### config.mk
export PLATFORM = sky130hd
export DESIGN_NAME = switch_view_segment_display_top
export DESIGN_NICKNAME = d
export VERILOG_FILES = /design/src/sv/svsd_pkg.sv /design/src/sv/switch_view_segment_display_top.sv /design/src/sv/svsd_front.sv /design/src/sv/svsd_queue.sv /design/src/sv/svsd_back.sv
export SDC_FILE = /design/constraint.sdc
export NUM_CORES = 1
export LEC_CHECK = 0
export BUFFER_PORTS_ARGS = -buffer_cell sky130_fd_sc_hd__buf_2
export CORE_UTILIZATION = 56
export CTS_CLUSTER_SIZE = 8
export DETAILED_ROUTE_END_ITERATION = 12
export PLACE_DENSITY = 0.81
export SKIP_CTS_REPAIR_TIMING = 1
export SYNTH_ARGS = -nofsm -noshare
export SYNTH_HDL_FRONTEND = slang
export SYNTH_SLANG_ARGS = --single-unit
### constraint.sdc
create_clock -name clk_i -period 6.2 [get_ports clk_i]
set_input_delay 0.62 -clock clk_i [delete_from_list [all_inputs] [get_ports clk_i]]
set_output_delay 0.62 -clock clk_i [all_outputs]
set_load 0.05 [all_outputs]
### src/sv/svsd_pkg.sv
package svsd_pkg;

  typedef enum logic [1:0] {
    MODE_BINARY  = 2'd0,
    MODE_DECIMAL = 2'd1,
    MODE_HEX     = 2'd2,
    MODE_OFF     = 2'd3
  } display_mode_e;

  localparam logic CFG_DISPLAY_MODE    = 1'b0;
  localparam logic CFG_UPDATE_INTERVAL = 1'b1;

  localparam logic [15:0] INTERVAL_RESET = 16'd500;

  localparam logic [7:0] CMD_DATA   = 8'h40;
  localparam logic [7:0] CMD_ADDR   = 8'hC0;
  localparam logic [7:0] CMD_BRIGHT = 8'h8F;
  localparam logic [7:0] SEG_BLANK  = 8'h00;

  localparam logic [2:0] IDX_DATA   = 3'd0;
  localparam logic [2:0] IDX_ADDR   = 3'd1;
  localparam logic [2:0] IDX_DIG0   = 3'd2;
  localparam logic [2:0] IDX_DIG1   = 3'd3;
  localparam logic [2:0] IDX_DIG2   = 3'd4;
  localparam logic [2:0] IDX_DIG3   = 3'd5;
  localparam logic [2:0] IDX_BRIGHT = 3'd6;

  // Four segment bytes of one refresh, leftmost digit first.
  typedef logic [3:0][7:0] run_t;

  typedef struct packed {
    logic not_empty;
    run_t head;
  } queue_status_t;

  function automatic logic [7:0] seg_code(input logic [3:0] digit);
    logic [7:0] code;
    case (digit)
      4'h0: code = 8'h3F;
      4'h1: code = 8'h06;
      4'h2: code = 8'h5B;
      4'h3: code = 8'h4F;
      4'h4: code = 8'h66;
      4'h5: code = 8'h6D;
      4'h6: code = 8'h7D;
      4'h7: code = 8'h07;
      4'h8: code = 8'h7F;
      4'h9: code = 8'h6F;
      4'hA: code = 8'h77;
      4'hB: code = 8'h7C;
      4'hC: code = 8'h39;
      4'hD: code = 8'h5E;
      4'hE: code = 8'h79;
      4'hF: code = 8'h71;
      default: code = SEG_BLANK;
    endcase
    return code;
  endfunction

endpackage

### src/sv/switch_view_segment_display_top.sv
// Switch-view seven-segment display formatter.
// Input channel: one tick word per accepted item (in_valid_i high, in_stall_o low),
// carrying the free-running tick count and the switch bank value.
// Output channel: display command words, one byte each with start, stop and
// end-of-run flags, taken when out_valid_o is high and out_stall_i is low.
// A due tick in a showing mode yields a run of seven words: 0x40, 0xC0 and four
// segment bytes, then 0x8F. Ticks that are not due, or due in the off mode,
// yield nothing but still renew the update time where due.
// The front accepts a tick in every cycle while the two-entry run queue has
// room; a run is written into the queue and its first word is then loaded into
// the output register. The back emits one word per cycle while a run is queued
// and the receiver does not stall, so sustained throughput of refreshing ticks
// is set by the single output byte lane.
// When the receiver stalls, the output word holds, the back stops, and once the
// queue fills the input channel stalls in turn.
// Reset clears the queue, the output valid flag and the update time, and sets
// step position 1, mode decimal, interval 500 ticks. The configuration port is
// always ready; the user must write it only while idle, which is not enforced.
module switch_view_segment_display_top import svsd_pkg::*; #(
  parameter int SWITCH_COUNT = 8
) (
  input  logic        clk_i,
  input  logic        rst_ni,
  input  logic        cfg_valid_i,
  output logic        cfg_ready_o,
  input  logic        cfg_index_i,
  input  logic [15:0] cfg_data_i,
  input  logic        in_valid_i,
  output logic        in_stall_o,
  input  logic [31:0] tick_now_i,
  input  logic [7:0]  switches_i,
  output logic        out_valid_o,
  input  logic        out_stall_i,
  output logic [7:0]  frame_byte_o,
  output logic        frame_begin_o,
  output logic        frame_end_o,
  output logic        run_last_o
);

  logic          accept;
  logic          push;
  logic          pop;
  logic          full;
  run_t          run;
  queue_status_t status;

  assign cfg_ready_o = 1'b1;
  assign in_stall_o  = full;
  assign accept      = in_valid_i && !full;

  svsd_front #(
    .SWITCH_COUNT(SWITCH_COUNT)
  ) u_front (
    .clk_i      (clk_i),
    .rst_ni     (rst_ni),
    .cfg_valid_i(cfg_valid_i && cfg_ready_o),
    .cfg_index_i(cfg_index_i),
    .cfg_data_i (cfg_data_i),
    .accept_i   (accept),
    .tick_now_i (tick_now_i),
    .switches_i (switches_i),
    .push_o     (push),
    .run_o      (run)
  );

  svsd_queue u_queue (
    .clk_i      (clk_i),
    .rst_ni     (rst_ni),
    .push_i     (push),
    .push_data_i(run),
    .pop_i      (pop),
    .full_o     (full),
    .status_o   (status)
  );

  svsd_back u_back (
    .clk_i        (clk_i),
    .rst_ni       (rst_ni),
    .status_i     (status),
    .pop_o        (pop),
    .out_valid_o  (out_valid_o),
    .out_stall_i  (out_stall_i),
    .frame_byte_o (frame_byte_o),
    .frame_begin_o(frame_begin_o),
    .frame_end_o  (frame_end_o),
    .run_last_o   (run_last_o)
  );

endmodule

### src/sv/svsd_front.sv
module svsd_front import svsd_pkg::*; #(
  parameter int SWITCH_COUNT = 8
) (
  input  logic        clk_i,
  input  logic        rst_ni,
  input  logic        cfg_valid_i,
  input  logic        cfg_index_i,
  input  logic [15:0] cfg_data_i,
  input  logic        accept_i,
  input  logic [31:0] tick_now_i,
  input  logic [7:0]  switches_i,
  output logic        push_o,
  output run_t        run_o
);

  localparam logic [3:0] PosMax = 4'(SWITCH_COUNT);

  display_mode_e mode_q;
  logic [15:0]   interval_q;
  logic [31:0]   last_tick_q, last_tick_d;
  logic [3:0]    pos_q, pos_d;

  logic [31:0] elapsed;
  logic        due;
  logic [3:0]  pos_use, pos_m1;
  logic        pos_bit;
  logic [1:0]  hundreds;
  logic [6:0]  rem_h;
  logic [3:0]  tens;
  logic [3:0]  ones;
  logic [15:0] h_prod;
  logic [17:0] t_prod;

  always_ff @(posedge clk_i or negedge rst_ni) begin
    if (!rst_ni) begin
      mode_q     <= MODE_DECIMAL;
      interval_q <= INTERVAL_RESET;
    end else if (cfg_valid_i) begin
      if (cfg_index_i == CFG_DISPLAY_MODE) begin
        mode_q <= display_mode_e'(cfg_data_i[1:0]);
      end else begin
        interval_q <= cfg_data_i;
      end
    end
  end

  assign elapsed = tick_now_i - last_tick_q;
  assign due     = elapsed >= {16'd0, interval_q};

  always_comb begin
    pos_use = pos_q;
    if (pos_q == 4'd0 || pos_q > PosMax) begin
      pos_use = 4'd1;
    end
    pos_m1  = pos_use - 4'd1;
    pos_bit = (pos_m1 < 4'd8) ? switches_i[pos_m1[2:0]] : 1'b0;
  end

  // Decimal digits by reciprocal multiplication, exact for eight-bit values.
  always_comb begin
    h_prod   = 16'(switches_i) * 16'd41;
    hundreds = h_prod[13:12];
    rem_h    = 7'(switches_i - 8'(hundreds) * 8'd100);
    t_prod   = 18'(rem_h) * 18'd205;
    tens     = t_prod[14:11];
    ones     = 4'(rem_h - 7'(tens) * 7'd10);
  end

  always_comb begin
    run_o = '0;
    case (mode_q)
      MODE_BINARY: begin
        run_o[0] = SEG_BLANK;
        run_o[1] = seg_code(pos_use);
        run_o[2] = SEG_BLANK;
        run_o[3] = seg_code({3'd0, pos_bit});
      end
      MODE_DECIMAL: begin
        run_o[0] = SEG_BLANK;
        run_o[1] = (switches_i >= 8'd100) ? seg_code({2'd0, hundreds}) : SEG_BLANK;
        run_o[2] = (switches_i >= 8'd10) ? seg_code(tens) : SEG_BLANK;
        run_o[3] = seg_code(ones);
      end
      MODE_HEX: begin
        run_o[0] = SEG_BLANK;
        run_o[1] = SEG_BLANK;
        run_o[2] = seg_code(switches_i[7:4]);
        run_o[3] = seg_code(switches_i[3:0]);
      end
      default: run_o = '0;
    endcase
  end

  always_comb begin
    last_tick_d = last_tick_q;
    pos_d       = pos_q;
    push_o      = 1'b0;
    if (accept_i && due) begin
      last_tick_d = tick_now_i;
      push_o      = (mode_q != MODE_OFF);
      if (mode_q == MODE_BINARY) begin
        pos_d = (pos_use >= PosMax) ? 4'd1 : pos_use + 4'd1;
      end
    end
  end

  always_ff @(posedge clk_i or negedge rst_ni) begin
    if (!rst_ni) begin
      last_tick_q <= '0;
      pos_q       <= 4'd1;
    end else begin
      last_tick_q <= last_tick_d;
      pos_q       <= pos_d;
    end
  end

endmodule

### src/sv/svsd_queue.sv
module svsd_queue import svsd_pkg::*; (
  input  logic          clk_i,
  input  logic          rst_ni,
  input  logic          push_i,
  input  run_t          push_data_i,
  input  logic          pop_i,
  output logic          full_o,
  output queue_status_t status_o
);

  run_t       mem [2];
  logic       wr_ptr_q, rd_ptr_q;
  logic [1:0] count_q, count_d;

  assign full_o             = (count_q == 2'd2);
  assign status_o.not_empty = (count_q != 2'd0);
  assign status_o.head      = mem[rd_ptr_q];

  always_comb begin
    count_d = count_q;
    if (push_i && !pop_i) begin
      count_d = count_q + 2'd1;
    end else if (pop_i && !push_i) begin
      count_d = count_q - 2'd1;
    end
  end

  always_ff @(posedge clk_i) begin
    if (push_i) begin
      mem[wr_ptr_q] <= push_data_i;
    end
  end

  always_ff @(posedge clk_i or negedge rst_ni) begin
    if (!rst_ni) begin
      wr_ptr_q <= 1'b0;
      rd_ptr_q <= 1'b0;
      count_q  <= '0;
    end else begin
      count_q <= count_d;
      if (push_i) begin
        wr_ptr_q <= ~wr_ptr_q;
      end
      if (pop_i) begin
        rd_ptr_q <= ~rd_ptr_q;
      end
    end
  end

endmodule

### src/sv/svsd_back.sv
module svsd_back import svsd_pkg::*; (
  input  logic          clk_i,
  input  logic          rst_ni,
  input  queue_status_t status_i,
  output logic          pop_o,
  output logic          out_valid_o,
  input  logic          out_stall_i,
  output logic [7:0]    frame_byte_o,
  output logic          frame_begin_o,
  output logic          frame_end_o,
  output logic          run_last_o
);

  logic [2:0] idx_q, idx_d;
  logic       valid_q;
  logic [7:0] byte_q, byte_d;
  logic       begin_q, begin_d, end_q, end_d, last_q, last_d;
  logic       load;

  assign load  = status_i.not_empty && (!valid_q || !out_stall_i);
  assign pop_o = load && (idx_q == IDX_BRIGHT);

  always_comb begin
    byte_d  = SEG_BLANK;
    begin_d = 1'b0;
    end_d   = 1'b0;
    last_d  = 1'b0;
    case (idx_q)
      IDX_DATA: begin
        byte_d  = CMD_DATA;
        begin_d = 1'b1;
        end_d   = 1'b1;
      end
      IDX_ADDR: begin
        byte_d  = CMD_ADDR;
        begin_d = 1'b1;
      end
      IDX_DIG0: byte_d = status_i.head[0];
      IDX_DIG1: byte_d = status_i.head[1];
      IDX_DIG2: byte_d = status_i.head[2];
      IDX_DIG3: begin
        byte_d = status_i.head[3];
        end_d  = 1'b1;
      end
      IDX_BRIGHT: begin
        byte_d  = CMD_BRIGHT;
        begin_d = 1'b1;
        end_d   = 1'b1;
        last_d  = 1'b1;
      end
      default: byte_d = SEG_BLANK;
    endcase
  end

  always_comb begin
    idx_d = idx_q;
    if (load) begin
      idx_d = (idx_q == IDX_BRIGHT) ? IDX_DATA : idx_q + 3'd1;
    end
  end

  always_ff @(posedge clk_i or negedge rst_ni) begin
    if (!rst_ni) begin
      idx_q   <= IDX_DATA;
      valid_q <= 1'b0;
    end else begin
      idx_q <= idx_d;
      if (load) begin
        valid_q <= 1'b1;
      end else if (!out_stall_i) begin
        valid_q <= 1'b0;
      end
    end
  end

  always_ff @(posedge clk_i) begin
    if (load) begin
      byte_q  <= byte_d;
      begin_q <= begin_d;
      end_q   <= end_d;
      last_q  <= last_d;
    end
  end

  assign out_valid_o   = valid_q;
  assign frame_byte_o  = byte_q;
  assign frame_begin_o = begin_q;
  assign frame_end_o   = end_q;
  assign run_last_o    = last_q;

endmodule
---- Word-level counts from Yosys, hierarchy flattened ----
Memories as Yosys holds them, arrays and structs flattened.
Index checks and enable logic that the tools add are counted.
Widths: inputs -> output; s select.
storage, ports and cells
  RAM bits ................................ 64
  logic and storage cells ................. 102
  output and inout bits ................... 14
  ROM bits ................................ 560
  register bits after elaboration ......... 73
  memories ................................ 6
cells by class
  add/subtract/negate cells ............... 8
  equality and inequality tests ........... 14
  magnitude comparators ................... 7
  mux-type cells .......................... 22
  multipliers ............................. 4
  reduce and logical (&&, ||, !) cells .... 24
  bitwise operators ....................... 4
memory list
  name              words  width  read ports  clocked after memory_dff  write ports  RTL line          RTL
  (name not given)  16     7      1           0                         0            svsd_pkg.sv:38    case (digit)
  (name not given)  16     7      1           0                         0            svsd_pkg.sv:38
  (name not given)  16     7      1           0                         0            svsd_pkg.sv:38
  (name not given)  16     7      1           0                         0            svsd_pkg.sv:38
  (name not given)  16     7      1           0                         0            svsd_pkg.sv:38
  u_queue.mem       2      32     1           0                         1            svsd_queue.sv:11  run_t mem [2];
operators with widths
  kind                  count
  $pmux 32 s3           1
  $pmux 8 s7            1
  $ge 32x16->1          1
  $pmux 8 s4            1
  $sub 32x32->32        1
  $mux 8                2
  $pmux 8 s2            1
  $mul 7x8->15 const B  1
  $mul 8x6->14 const B  1
  $mux 1                10
  $eq 3x3->1 const B    3
  $eq 2x2->1 const B    4
  $ge 8x4->1 const B    1
  $ge 8x7->1 const B    1
  $mux 4                2
  $sub 7x7->7           1
  $eq 3x2->1 const B    2
  $logic_and 1x1->1     6
  $reduce_and 2->1      3
  $reduce_or 3->1       2
  $logic_not 1->1       5
  $mul 2x5->5 const B   1
  $add 4x1->4 const B   1
  $eq 2x1->1 const B    2
  22 further kinds      29

---- Logic depth before layout (Yosys ltp) ----
Gate-level depths: netlist (run 1).
  depth after elaboration ................. 10
  gate-level depth with buffers ........... 39
  mapped depth without buffers ............ 38

---- Modules after synthesis ----
A second synthesis (run 1) with hierarchy kept.
second synthesis, totals
  cell total of the unflattened synthesis .. 1,075
  area total of the unflattened synthesis .. 11,297.1 µm²
by module, submodules not included
  module                           area an instance (µm²)  cells an instance  sequential area each (µm²)  instances
  svsd_front                       7,757.4                 879                1,361.3                     1
  svsd_queue                       2,651.3                 116                2,021.9                     1
  svsd_back                        863.3                   77                 430.4                       1
  switch_view_segment_display_top  25.0                    3                  0.0                         1

---- Worst setup path after synthesis (run 1) ----
Ideal clock, no wire load.
  path kind ............................... input-to-reg
  start point ............................. input switches_i[1]
  end point ............................... memory u_queue.mem[0][29] (netlist name) (data pin)
  slack ................................... -3,115 ps
  required time ........................... 6,060 ps
  data arrival time ....................... 9,175 ps
  stages .................................. 39
  buffers on the path ..................... 1
  library setup time ...................... 140 ps
  path through ............................ ha_1 > fa_1 > ha_1 > ha_1 > nand4_1 > o21bai_1 > a21o_1 > a21o_1 > a21o_1 > a21o_1 > a21oi_1 > nor2b_1 > nor2_1 > xnor2_1 > fa_1 > nand2_1 > a21oi_1 > xnor2_1 > [3 not listed] > inv_1 > fa_1 > inv_1 > ha_1 > o211a_1 > o211ai_1 > a21oi_1 > xor2_1 > ha_1 > inv_1 > fa_1 > xnor2_1 > xnor2_1 > xnor2_1 > clkbuf_1 > mux2_2 > a211o_1 > nand3_1
RTL lines
  element      RTL line                               RTL
  from (decl)  switch_view_segment_display_top.sv:31  input logic [7:0] switches_i,
  to (decl)    svsd_queue.sv:11

==> results.txt, run 1 <==
The run finished, with violations left. The checks that failed: setup timing. Routability-driven placement finished with a final weighted congestion of 0.914. The first global-routing pass estimated 38.1 mm of wire. After synthesis, the most frequently instantiated cells are sky130_fd_sc_hd__ha_1, sky130_fd_sc_hd__inv_1, sky130_fd_sc_hd__nor2_1.

The pin slew with the least headroom to its limit works out to 794 ps. Summing all multi-input logic gate instances after layout gives 6630 sq um. The width of the die is 136 um. The most prevalent standard cell on the critical path is sky130_fd_sc_hd__xnor2_2.

The placeable core area came out at 17500 sq um. The element type at the critical path end is a register. Type of the tightest min-delay check: input pin to async pin. Counting tap cells, the placed design contains a total of 1341 instances. The register bit count reported by yosys was 115; the largest net degree at the start of global routing was 63.

Of all nets on the critical path, the largest fanout is 5. In this run, the number of DRC markers left after iteration 0 of detailed routing was 885. For the worst setup path, the data arrival time is 8520 ps. In this run, distinct cell masters in the synthesized netlist total 72.

Dividing the detail-routed via count by the number of cells gives 6.01. Counting the fill cells in the layout gives 1359. STA puts the critical path data required time at 6470 ps.

Relative to the synthesized area, the layout overhead comes to 17.7%. The number of nets in the synthesized netlist is 1249. Port buffering added 74 buffers. For the hold violation count in the final report, the log shows 0. The number of antenna violations at the first check in global routing was 0. In the post-synthesis netlist, the biggest area contributors are sky130_fd_sc_hd__ha_1, sky130_fd_sc_hd__edfxtp_1, sky130_fd_sc_hd__dfrtp_1, sky130_fd_sc_hd__mux2_4, sky130_fd_sc_hd__inv_1. The number of remaining DRC errors is 0.

The H-tree was split into 4 levels. For this run, the leading register cell type out of synthesis is sky130_fd_sc_hd__dfrtp_1. Sum of negative setup slack: -47700 ps. The startpoint identified for the worst register-to-register timing path is u_front.last_tick_q[1]$_DFFE_PN0P_. After routing the design area is 11900 sq um. The final critical path takes up 133% of the cycle.

The die extent in y was 136 um. The kind of start point of the critical path was an input pin. Counting every sink on the clock net gives 115. After floorplanning, the core was divided into 48 placement rows. For the total standard cell area after synthesis, the log shows 10100 sq um. sky130_fd_sc_hd__ha_1 is the most common cell in the netlist.

For this run, the number of Yosys warnings is 0. The clock reaches the later pin of the worst-skew pair after 420 ps. Counting every instance in the synthesized netlist gives 1027. The number of synthesized flops with an enable pin was 53. The most critical setup path has its startpoint at switches_i[1].

The post-layout minimum cycle time is 8240 ps. The tools report the floorplan die area as 18600 sq um. Instance area at placement: 11100 sq um. For this configuration, the core starts out at a cell density of 57.8%. No sink is reached through more buffers than the 2 on the longest clock path. The finished layout holds 1378 standard cells, fillers aside. After detailed routing, the average wire length per cell comes to 17.0 um. For the final database, setup skew stands at 9.92 ps. Setup repair after global routing could not meet its margin everywhere.

The cell sitting at the root of the clock tree is a sky130_fd_sc_hd__clkbuf_16. The type of the worst setup path is input pin to register. Summed over all nets, the half-perimeter wirelength after detailed placement is 17.3 mm. The headroom to the max-slew limit is 47.1%, and the net count reported at finish is 1362. The maximum clock frequency is 0.121 GHz, and the total wire length is 23.4 mm. The tools report the clock buffer count from CTS as 17.

The number of antenna-violating nets in the routed design is 0. TritonCTS built the clock tree. In the final layout, flip-flops and latches occupy 3150 sq um. The total global routing overflow is 0, and the number of ports placed on the die boundary is 76. After synthesis, the largest area contributor takes up 18.2% of total cell area.

Across the run, the number of max-cap violations was 0. The share of cells above drive strength 1 came out at 24.6%. The cell with the largest stage delay on the worst path was sky130_fd_sc_hd__fa_1.

The share of the Yosys chip area taken by registers is 31.2%. The number of global-route vias before repair came out at 7998. Each instance of the synthesized netlist takes up on average 9.84 sq um. Setup violations remaining at the end of the flow were counted as 28. Summing over every cut layer, the via total after detailed routing is 8285.

The pre-antenna-repair detailed-routing pass consisted of 6 iterations. The run gives -2040 ps as the smallest setup slack after layout. The largest stage delay on the critical path was 530 ps; the count of final max-slew check failures was 0.

The leading area contributor after synthesis is sky130_fd_sc_hd__ha_1. In the global route stage, overall resource usage came out at 26.3%. Share of synthesized registers carrying an async set or reset: 53.9%.

The clock transition time at the flip-flop clock pins of the worst setup and hold paths was 60 ps. The tools report the count of antenna diodes in the layout as 0.
sequential cells by signal (all words and copies together), names as in the netlist:
register and count:
u_queue.mem 42, u_front.last_tick_q 32, u_front.interval_q 16, u_back.frame_byte_o 8, u_front.pos_q 4, u_back.idx_q 3
u_front.mode_q 2, u_queue.count_q 2, u_back.frame_begin_o 1, u_back.frame_end_o 1, u_back.out_valid_o 1, u_back.run_last_o 1
u_queue.rd_ptr_q 1, u_queue.wr_ptr_q 1
cell type report:
cell class              instances  share of cell area (%)
clock buffers                  17                    3.58
clock inverters                15                    1.29
inverters                     105                    3.31
multi-input cells             767                    55.8
flip-flops and latches        115                    26.5
well taps                     225                    2.37
repair buffers                134                    7.16
per-stage QoR:
step                      hold slack, ps  utilization (%)  setup WS, ps
after global routing                 417             68.0         -2370
final                                371             68.0         -2040
after CTS                            397             66.9         -2390
after detailed placement             472             63.6         -2830
after floorplan                      324                -         -2480
after global placement               468             63.6         -2640
cells in the final DEF (no fill, tap or decap), drive strengths merged, types with 13 or more instances in the layout:
cell type / instances
nor3: 15
fa: 13
buf: 134
xnor2: 26
a21oi: 61
nand2b: 13
edfxtp: 53
mux2: 56
a21o: 20
xor2: 16
nand3: 18
o21ai: 48
mux2i: 16
inv: 110
a211oi: 14
dfrtp: 54
ha: 147
clkbuf: 17
nor2: 65
nand2: 55
cell families (layout without fill, tap and decap cells):
kind of cell,Yosys count,count (layout),synth area share [%]
AO/OA/AOI/OAI,253,253,16.8
multiplexers,78,78,10.3
XOR/XNOR,42,42,3.64
flip-flops,115,115,31.2
buffers and inverters,145,271,5.68
AND/OR/NAND/NOR,233,233,11.6
adder cells (fa/ha/maj),160,160,20.8
other,1,1,0.0371
final timing paths:
| path | to | slack, ps | cells after the start |
|---|---|---|---|
| max | u_queue.mem[1][29]$_DFFE_PP_ | -2040 | 39 |
| min | u_front.last_tick_q[4]$_DFFE_PN0P_ | 370 | 2 |
| max reg2reg | u_queue.mem[0][28]$_DFFE_PP_ | 760 | 21 |
| min reg2reg | u_back.out_valid_o$_DFFE_PN0P_ | 480 | 2 |
| max in group asynchronous | u_back.idx_q[1]$_DFFE_PN0P_ | 5300 | 2 |
| min in group clk_i | u_back.out_valid_o$_DFFE_PN0P_ | 410 | 3 |
worst max-delay path, delay by kind of cell:
family,cells,cell delay (ps)
adder cells (fa/ha/maj),11,3560
AO/OA/AOI/OAI,11,2040
XOR/XNOR,6,1100
buffers and inverters,6,530
AND/OR/NAND/NOR,4,400
multiplexers,1,280
layer usage:
metal	part of all wire (%)	vias to the layer above	routed length (um)	track usage, %
met1	45	3972	10500	34.8
met3	5.4	43	1260	4.18
met5	0	-	0	0
met2	48	299	11300	43.9
met4	1.7	0	403	8.46
li1	-	3971	-	-
Power of run 1 is left out: the tool's default activity adds up to more than one toggle a clock period on the data nets, which glitch-free logic cannot reach.
==> run 2, diff against run 1 <==
--- a/config.mk
+++ b/config.mk
@@ -9,6 +9,7 @@
 export CORE_UTILIZATION = 56
 export CTS_CLUSTER_SIZE = 8
 export DETAILED_ROUTE_END_ITERATION = 12
+export GPL_TIMING_DRIVEN = 0
 export PLACE_DENSITY = 0.81
 export SKIP_CTS_REPAIR_TIMING = 1
 export SYNTH_ARGS = -nofsm -noshare
==> constraint.sdc (replaced) <==
create_clock -name clk_i -period 8.61 [get_ports clk_i]
set_input_delay 0.861 -clock clk_i [delete_from_list [all_inputs] [get_ports clk_i]]
set_output_delay 0.861 -clock clk_i [all_outputs]
set_load 0.05 [all_outputs]
==> run 2 against run 1 <==
  * The flow still finishes with violations (setup timing)
  * Core utilization is 0.10 points lower
  * Wire length is 0.69% higher
  * First-iteration DRC count decreased by 13%
  * Global-route usage shrank 0.54 points
  * Die area unchanged
  * Largest cell class unchanged
  * Via count up 0.64%
  * Clock skew up 2.9 ps
  * Critical endpoint is now u_queue.mem[0][29]$_DFFE_PP_
  * Setup slack gained 1800 ps
  * Register-to-register slack improved by 2000 ps
==> results.txt, run 2 (synthesis gave the netlist of run 1 again) <==
The flow ran to the end, but the final reports show violations. The final reports fail on setup timing. The buffering stage count on the worst path with inverters included is 7 (+1). The synthesis-to-layout area growth is 17.5%, and the final period utilization is 103%.

The number of global-route vias before repair was 7810 (-2.4%); the number of input and output port buffers inserted was 74 (unchanged). The number of filler instances in the final layout is 1333 (-1.9%). The logs give 17 (unchanged) for the clock buffer count from CTS and 1.33 mm (+5.7%) for the length of routed met3 wiring. For the instance area at placement, the log shows 10900 sq um (-1.9%). The highest routing layer actually used was met4. The number of remaining DRC errors is 0 (unchanged), and the number of antenna violations at the first check in global routing is 0 (unchanged).

Share of cells above drive strength 1: 22.1% (-2.6 points). The clock transition time at the flip-flop clock pins of the worst setup and hold paths works out to 60 ps (about the same). The wire length on met1 came out at 10.5 mm (+0.34%). The critical path required time was 8890 ps (+2420 ps).

The tools report the clock skew after layout as 12.9 ps (+2.94 ps). The library cell used most frequently in the layout, excluding fill and tap cells, is sky130_fd_sc_hd__ha_1. For the CTS H-tree depth, the log shows 4 (unchanged). The final weighted congestion in routability-driven placement was 0.928 (+1.5%); the area taken by multi-input logic gates was 6710 sq um (+1.2%). The number of placement rows is 48 (unchanged). The logs give 9130 ps (+610 ps) for the critical path data arrival time and 0 (unchanged) for the total global routing overflow. The kind of cell with the highest combined delay along the critical path is adder cells. Amount of wire on met2 after detailed routing: 11.3 mm (+0.30%). The run gives 18600 sq um (unchanged) as the floorplan die area. Largest net degree at the start of global routing: 63 (unchanged).

The min-delay analysis places its worst path in the category register to register. The HPWL reported at the end of detailed placement is 17.2 mm (-0.51%), and the via count is 8338 (+0.64%). The starting utilization of the core area came out at 57.8% (unchanged). The top cell types in the final layout, fill and taps aside, are sky130_fd_sc_hd__ha_1, sky130_fd_sc_hd__inv_1, sky130_fd_sc_hd__buf_2, sky130_fd_sc_hd__nor2_1, sky130_fd_sc_hd__a21oi_1.

The count of final max-slew check failures was 0 (unchanged); the total global routing track utilization was 25.8% (-0.54 points). Setup repair after global routing could not meet its margin everywhere. The pin slew with the least headroom to its limit came out at 955 ps (+162 ps).

The number of cells in the design after placement was 1327 (-1.0%); the worst hold slack after final layout was 507 ps (+136 ps). The maximum fanout count along the critical path is 6 (+1), and the total non-filler cell area in the finished layout is 11900 sq um (-0.15%). Derived from the worst setup path, the maximum achievable clock frequency is 0.113 GHz. The tools report the placeable core area as 17500 sq um (unchanged).

For the first-pass GRT wire length, the log shows 37.4 mm (-1.9%). The headroom to the max-slew limit came out at 36.3% (-11 points). The count of antenna diodes in the layout is 0 (unchanged), and the max-capacitance violation count is 0 (unchanged). The width of the die is 136 um (unchanged). The tools report the hold violation count in the final report as 0 (unchanged). The average wire length per cell after detail routing works out to 17.1 um (+0.84%). The tools report the number of antenna-violating nets in the routed design as 0 (unchanged). The cell sitting at the root of the clock tree is a sky130_fd_sc_hd__clkbuf_16.

For the number of failing setup endpoints in the final timing report, the log shows 14 (-50%). The final cell count without fillers was 1376 (-0.15%); the net count reported at finish was 1360 (-0.15%). The smallest setup slack after layout is -244 ps (+1800 ps), and the detailed-router iteration count before antenna repair is 6 (unchanged). The largest register by flop count is u_queue.mem. For the CTS sink count, the log shows 115 (unchanged).

The largest registers in the layout are u_queue.mem: 42 flops, u_front.last_tick_q: 32 flops, u_front.interval_q: 16 flops. The number of violations reported at the end of detailed-routing iteration 0 came out at 769 (-13%). The detailed-route vias per instance works out to 6.06 (+0.79%). Total wire length: 23.6 mm (+0.69%).

Die extent in y: 136 um (unchanged). STA classifies the critical path endpoint as a register. The number of flip-flops under the largest register name came out at 42 (unchanged). The tools report the number of ports placed on the die boundary as 76 (unchanged). The type of the worst setup path was input pin to register. The sequential cell area in the final layout is 3150 sq um (unchanged), and the buffer levels on the longest clock path is 2 (unchanged). Largest stage delay on the critical path: 530 ps (about the same). The run gives -2380 ps (+45310 ps) as the sum of negative setup slack.

Subtracting the final worst setup slack from the clock period gives 8850 ps. Cell with the largest stage delay on the worst path: sky130_fd_sc_hd__fa_1. The tools report the clock latency at the later pin of the worst-skew pair as 420 ps (about the same). STA classifies the critical path startpoint as an input pin. TritonCTS built the clock tree.
run 2: changes by cell type in the layout (fill, tap and decap cells not counted), sizes merged:
cell,delta
clkbuf,+31
buf,-32
clkinv,-1
run 2: area by class of cell:
type,instances,share of cell area [%]
plain buffers,40,1.59
clock buffers,18,3.61
clock inverters,14,1.29
inverters,105,3.32
multi-input cells,767,56.5
flip-flops and latches,115,26.6
well taps,225,2.37
repair buffers,92,4.75
run 2: path summary, 6_finish.rpt:
check	from	slack [ps]	depth (start not counted)	end
max in group asynchronous	rst_ni	7540	1	u_front.last_tick_q[28]$_DFFE_PN0P_
worst min-delay path	u_front.interval_q[3]$_DFFE_PN0P_	510	1	u_front.interval_q[3]$_DFFE_PN0P_
worst max-delay path	switches_i[3]	-240	38	u_queue.mem[0][29]$_DFFE_PP_
worst max register to register	u_front.last_tick_q[1]$_DFFE_PN0P_	2760	20	u_queue.mem[1][26]$_DFFE_PP_
min in group asynchronous	rst_ni	540	1	u_front.last_tick_q[4]$_DFFE_PN0P_
worst min register to register	u_front.interval_q[3]$_DFFE_PN0P_	510	1	u_front.interval_q[3]$_DFFE_PN0P_
run 2: worst reg2reg max path, cell delays in order, from the launching register on:
cell and delay (ps):
sky130_fd_sc_hd__dfrtp_1 370, sky130_fd_sc_hd__inv_1 110, sky130_fd_sc_hd__ha_1 240, sky130_fd_sc_hd__nor2b_1 150, sky130_fd_sc_hd__o31a_1 300, sky130_fd_sc_hd__o31ai_4 340
sky130_fd_sc_hd__nor2_1 90, sky130_fd_sc_hd__nor2_1 160, sky130_fd_sc_hd__o21ai_0 140, sky130_fd_sc_hd__xor2_1 180, sky130_fd_sc_hd__ha_1 320, sky130_fd_sc_hd__nand4_1 170
sky130_fd_sc_hd__or3_1 400, sky130_fd_sc_hd__o32a_1 330, sky130_fd_sc_hd__a21oi_1 160, sky130_fd_sc_hd__nand4b_1 120, sky130_fd_sc_hd__nor4_1 60, sky130_fd_sc_hd__nand4_1 170
sky130_fd_sc_hd__nor4b_4 100, sky130_fd_sc_hd__a221oi_1 690, sky130_fd_sc_hd__and2_1 870
run 2: through the flow:
step / worst slack (ps) / utilization [%]
after floorplan: -308 / -
after global placement: -1160 / 62.2
after detailed placement: -1320 / 62.3
after CTS: -876 / 65.7
after global routing: -531 / 67.9
final: -244 / 67.9
run 2: layer usage:
layer	global-route usage (%)	vias up
li1	-	3980
met1	35.2	4002
met2	41.3	311
met3	4.40	45
met4	8.58	0
met5	0	-
Power of run 2 is left out for the same reason.
==> run 3, diff against run 2 <==
==> constraint.sdc (replaced) <==
create_clock -name clk_i -period 8.61 [get_ports clk_i]
set_input_delay 1.722 -clock clk_i [delete_from_list [all_inputs] [get_ports clk_i]]
set_output_delay 1.722 -clock clk_i [all_outputs]
set_load 0.05 [all_outputs]
==> run 3 against run 2 <==
  * Worst hold slack worse by 7.1 ps
  * Critical path depth is 3 lower
  * Critical endpoint is now u_queue.mem[0][30]$_DFFE_PP_
  * Non-clock buffer count is 5 higher
  * The flow still finishes with violations (setup timing)
  * Die area unchanged
==> results.txt, run 3 (synthesis gave the netlist of run 1 again) <==
The run finished, with violations left. The checks that failed: setup timing. Leaving out fill and tap cells, the most frequent cells in the layout are sky130_fd_sc_hd__ha_1, sky130_fd_sc_hd__inv_1, sky130_fd_sc_hd__buf_2, sky130_fd_sc_hd__nor2_1, sky130_fd_sc_hd__a21oi_1. The total global routing track utilization is 25.0% (-0.79 points), and the headroom to the max-slew limit is 37.1% (+0.78 points).

The worst setup path startpoint was switches_i[4]. The cell with the largest stage delay on the worst path was sky130_fd_sc_hd__fa_1. Pin slew with the least headroom to its limit: 943 ps (-11.8 ps). The width of the die works out to 136 um (unchanged). The clock latency at the later pin of the worst-skew pair was 430 ps (about the same); the synthesis-to-layout area growth was 19.4%. Detailed-route vias per instance: 6.07 (+0.21%).

The element type at the critical path end was a register. The via count was 8386 (+0.58%). The detailed-router iteration count before antenna repair was 6 (unchanged); the count of antenna diodes in the layout was 0 (unchanged).

The final period utilization works out to 112% (+9.1 points). The tools report the first-pass GRT wire length as 36.6 mm (-2.3%). Setup repair after global routing could not meet its margin everywhere.

The number of antenna-violating nets in the routed design is 0 (unchanged), and the final weighted congestion in routability-driven placement is 0.913 (-1.6%). The logs give 0 (unchanged) for the number of remaining DRC errors and 738 (-4.0%) for the number of violations reported at the end of detailed-routing iteration 0. Most common cell after layout, fill and taps aside: sky130_fd_sc_hd__ha_1. The floorplan die area was 18600 sq um (unchanged); the HPWL reported at the end of detailed placement was 16.7 mm (-2.9%). The critical path required time is 8840 ps (-50 ps), and the CTS H-tree depth is 4 (unchanged).

The tools report the number of antenna violations at the first check in global routing as 0 (unchanged). The type of the worst setup path is input pin to register. Share of cells above drive strength 1: 23.9% (+1.8 points).

The tools report the number of global-route vias before repair as 7688 (-1.6%). The buffer levels on the longest clock path was 2 (unchanged); the critical path data arrival time was 9870 ps (+740 ps). The number of placement rows was 48 (unchanged). TritonCTS built the clock tree. The starting utilization of the core area was 57.8% (unchanged); the placeable core area was 17500 sq um (unchanged).

The total wire length was 23.9 mm (+1.5%); the clock transition time at the flip-flop clock pins of the worst setup and hold paths was 60 ps (about the same). The tools report the maximum clock frequency as 0.104 GHz (-8.1%). The largest register by flop count is u_queue.mem. The run gives 76 (unchanged) as the number of ports placed on the die boundary. The tools report the kind of start point of the critical path as an input pin.

The largest stage delay on the critical path works out to 490 ps (-40 ps). The number of input and output port buffers inserted is 74 (unchanged). The run gives -18000 ps (-15610 ps) as the sum of negative setup slack. The startpoint identified for the worst hold timing path is u_queue.count_q[1]$_DFFE_PN0P_. The post-layout minimum cycle time is 9640 ps (+783 ps). The count of final max-slew check failures came out at 0 (unchanged).

The die extent in y came out at 136 um (unchanged). The tree is rooted in a sky130_fd_sc_hd__clkbuf_16. The number of flip-flops under the largest register name is 42 (unchanged).

The logs give 0 (unchanged) for the max-capacitance violation count and 63 (unchanged) for the largest net degree at the start of global routing. For the smallest setup slack after layout, the log shows -1030 ps (-783 ps). For the total global routing overflow, the log shows 0 (unchanged). The net count reported at finish was 1365 (+0.37%). The tools report the worst hold slack after final layout as 500 ps (-7.15 ps). The tools report the number of failing setup endpoints in the final timing report as 28 (+14). The worst register-to-register path begins at u_front.last_tick_q[0]$_DFFE_PN0P_. The type of the tightest min-delay check was register to register.

For the hold violation count in the final report, the log shows 0 (unchanged). The final core utilization is 69.0% (+1.1 points), and the clock buffer count from CTS is 17 (unchanged). The CTS sink count was 115 (unchanged). The maximum fanout count along the critical path was 12 (+6). The run gives 11.1 ps (-1.79 ps) as the clock skew after layout. The largest registers in the layout are u_queue.mem: 42 flops, u_front.last_tick_q: 32 flops, u_front.interval_q: 16 flops. Average wire length per cell after detail routing: 17.3 um (+1.2%).
==> run 3: cell count changes in the layout (fill, tap and decap cells not counted), moves of 3 or more <==
cell,before,now
sky130_fd_sc_hd__buf_6,5,8
sky130_fd_sc_hd__inv_1,103,100
sky130_fd_sc_hd__o21ai_1,4,7
sky130_fd_sc_hd__inv_2,2,5
sky130_fd_sc_hd__o21ai_0,43,39
==> run 3: layer usage <==
layer,up-vias,track usage (%),routed length (um)
li1,3988,-,-
met1,4010,34.5,10800
met2,319,39.9,11200
met3,69,4.06,1240
met4,0,8.02,621
met5,-,0,0
==> run 3: metrics by stage <==
step	area, sq um	worst slack (ps)	instances
after floorplan	10200	-1170	1027
after global placement	10900	-2040	1326
after detailed placement	10900	-2160	1327
after CTS	11500	-1750	1359
after global routing	12100	-1380	1381
final	12100	-1030	1381
==> run 3: critical path: cells and delay by family <==
family,cells,cell delay [ps]
AO/OA/AOI/OAI,10,1930
XOR/XNOR,6,1220
AND/OR/NAND/NOR,2,250
multiplexers,1,370
adder cells (fa/ha/maj),12,3960
buffers and inverters,4,400
==> run 3: layout make-up <==
class / instances / area, sq um
timing repair buffer: 97 / 622
clock buffer: 18 / 429
fill: 1317 / 5420
tap: 225 / 282
buffer: 40 / 195
clock inverter: 14 / 168
sequential: 115 / 3150
multi-input combinational: 767 / 6820
inverter: 105 / 394
==> run 3: worst paths after layout <==
kind	end	slack, ps	cells after the start
min in group asynchronous	u_front.last_tick_q[14]$_DFFE_PN0P_	1390	1
worst max register to register	u_queue.mem[1][29]$_DFFE_PP_	2830	18
max in group asynchronous	u_back.idx_q[1]$_DFFE_PN0P_	6700	1
worst min register to register	u_queue.count_q[1]$_DFFE_PN0P_	500	1
worst min-delay path	u_queue.count_q[1]$_DFFE_PN0P_	500	1
worst max-delay path	u_queue.mem[0][30]$_DFFE_PP_	-1030	35
Power of run 3 is left out for the same reason.
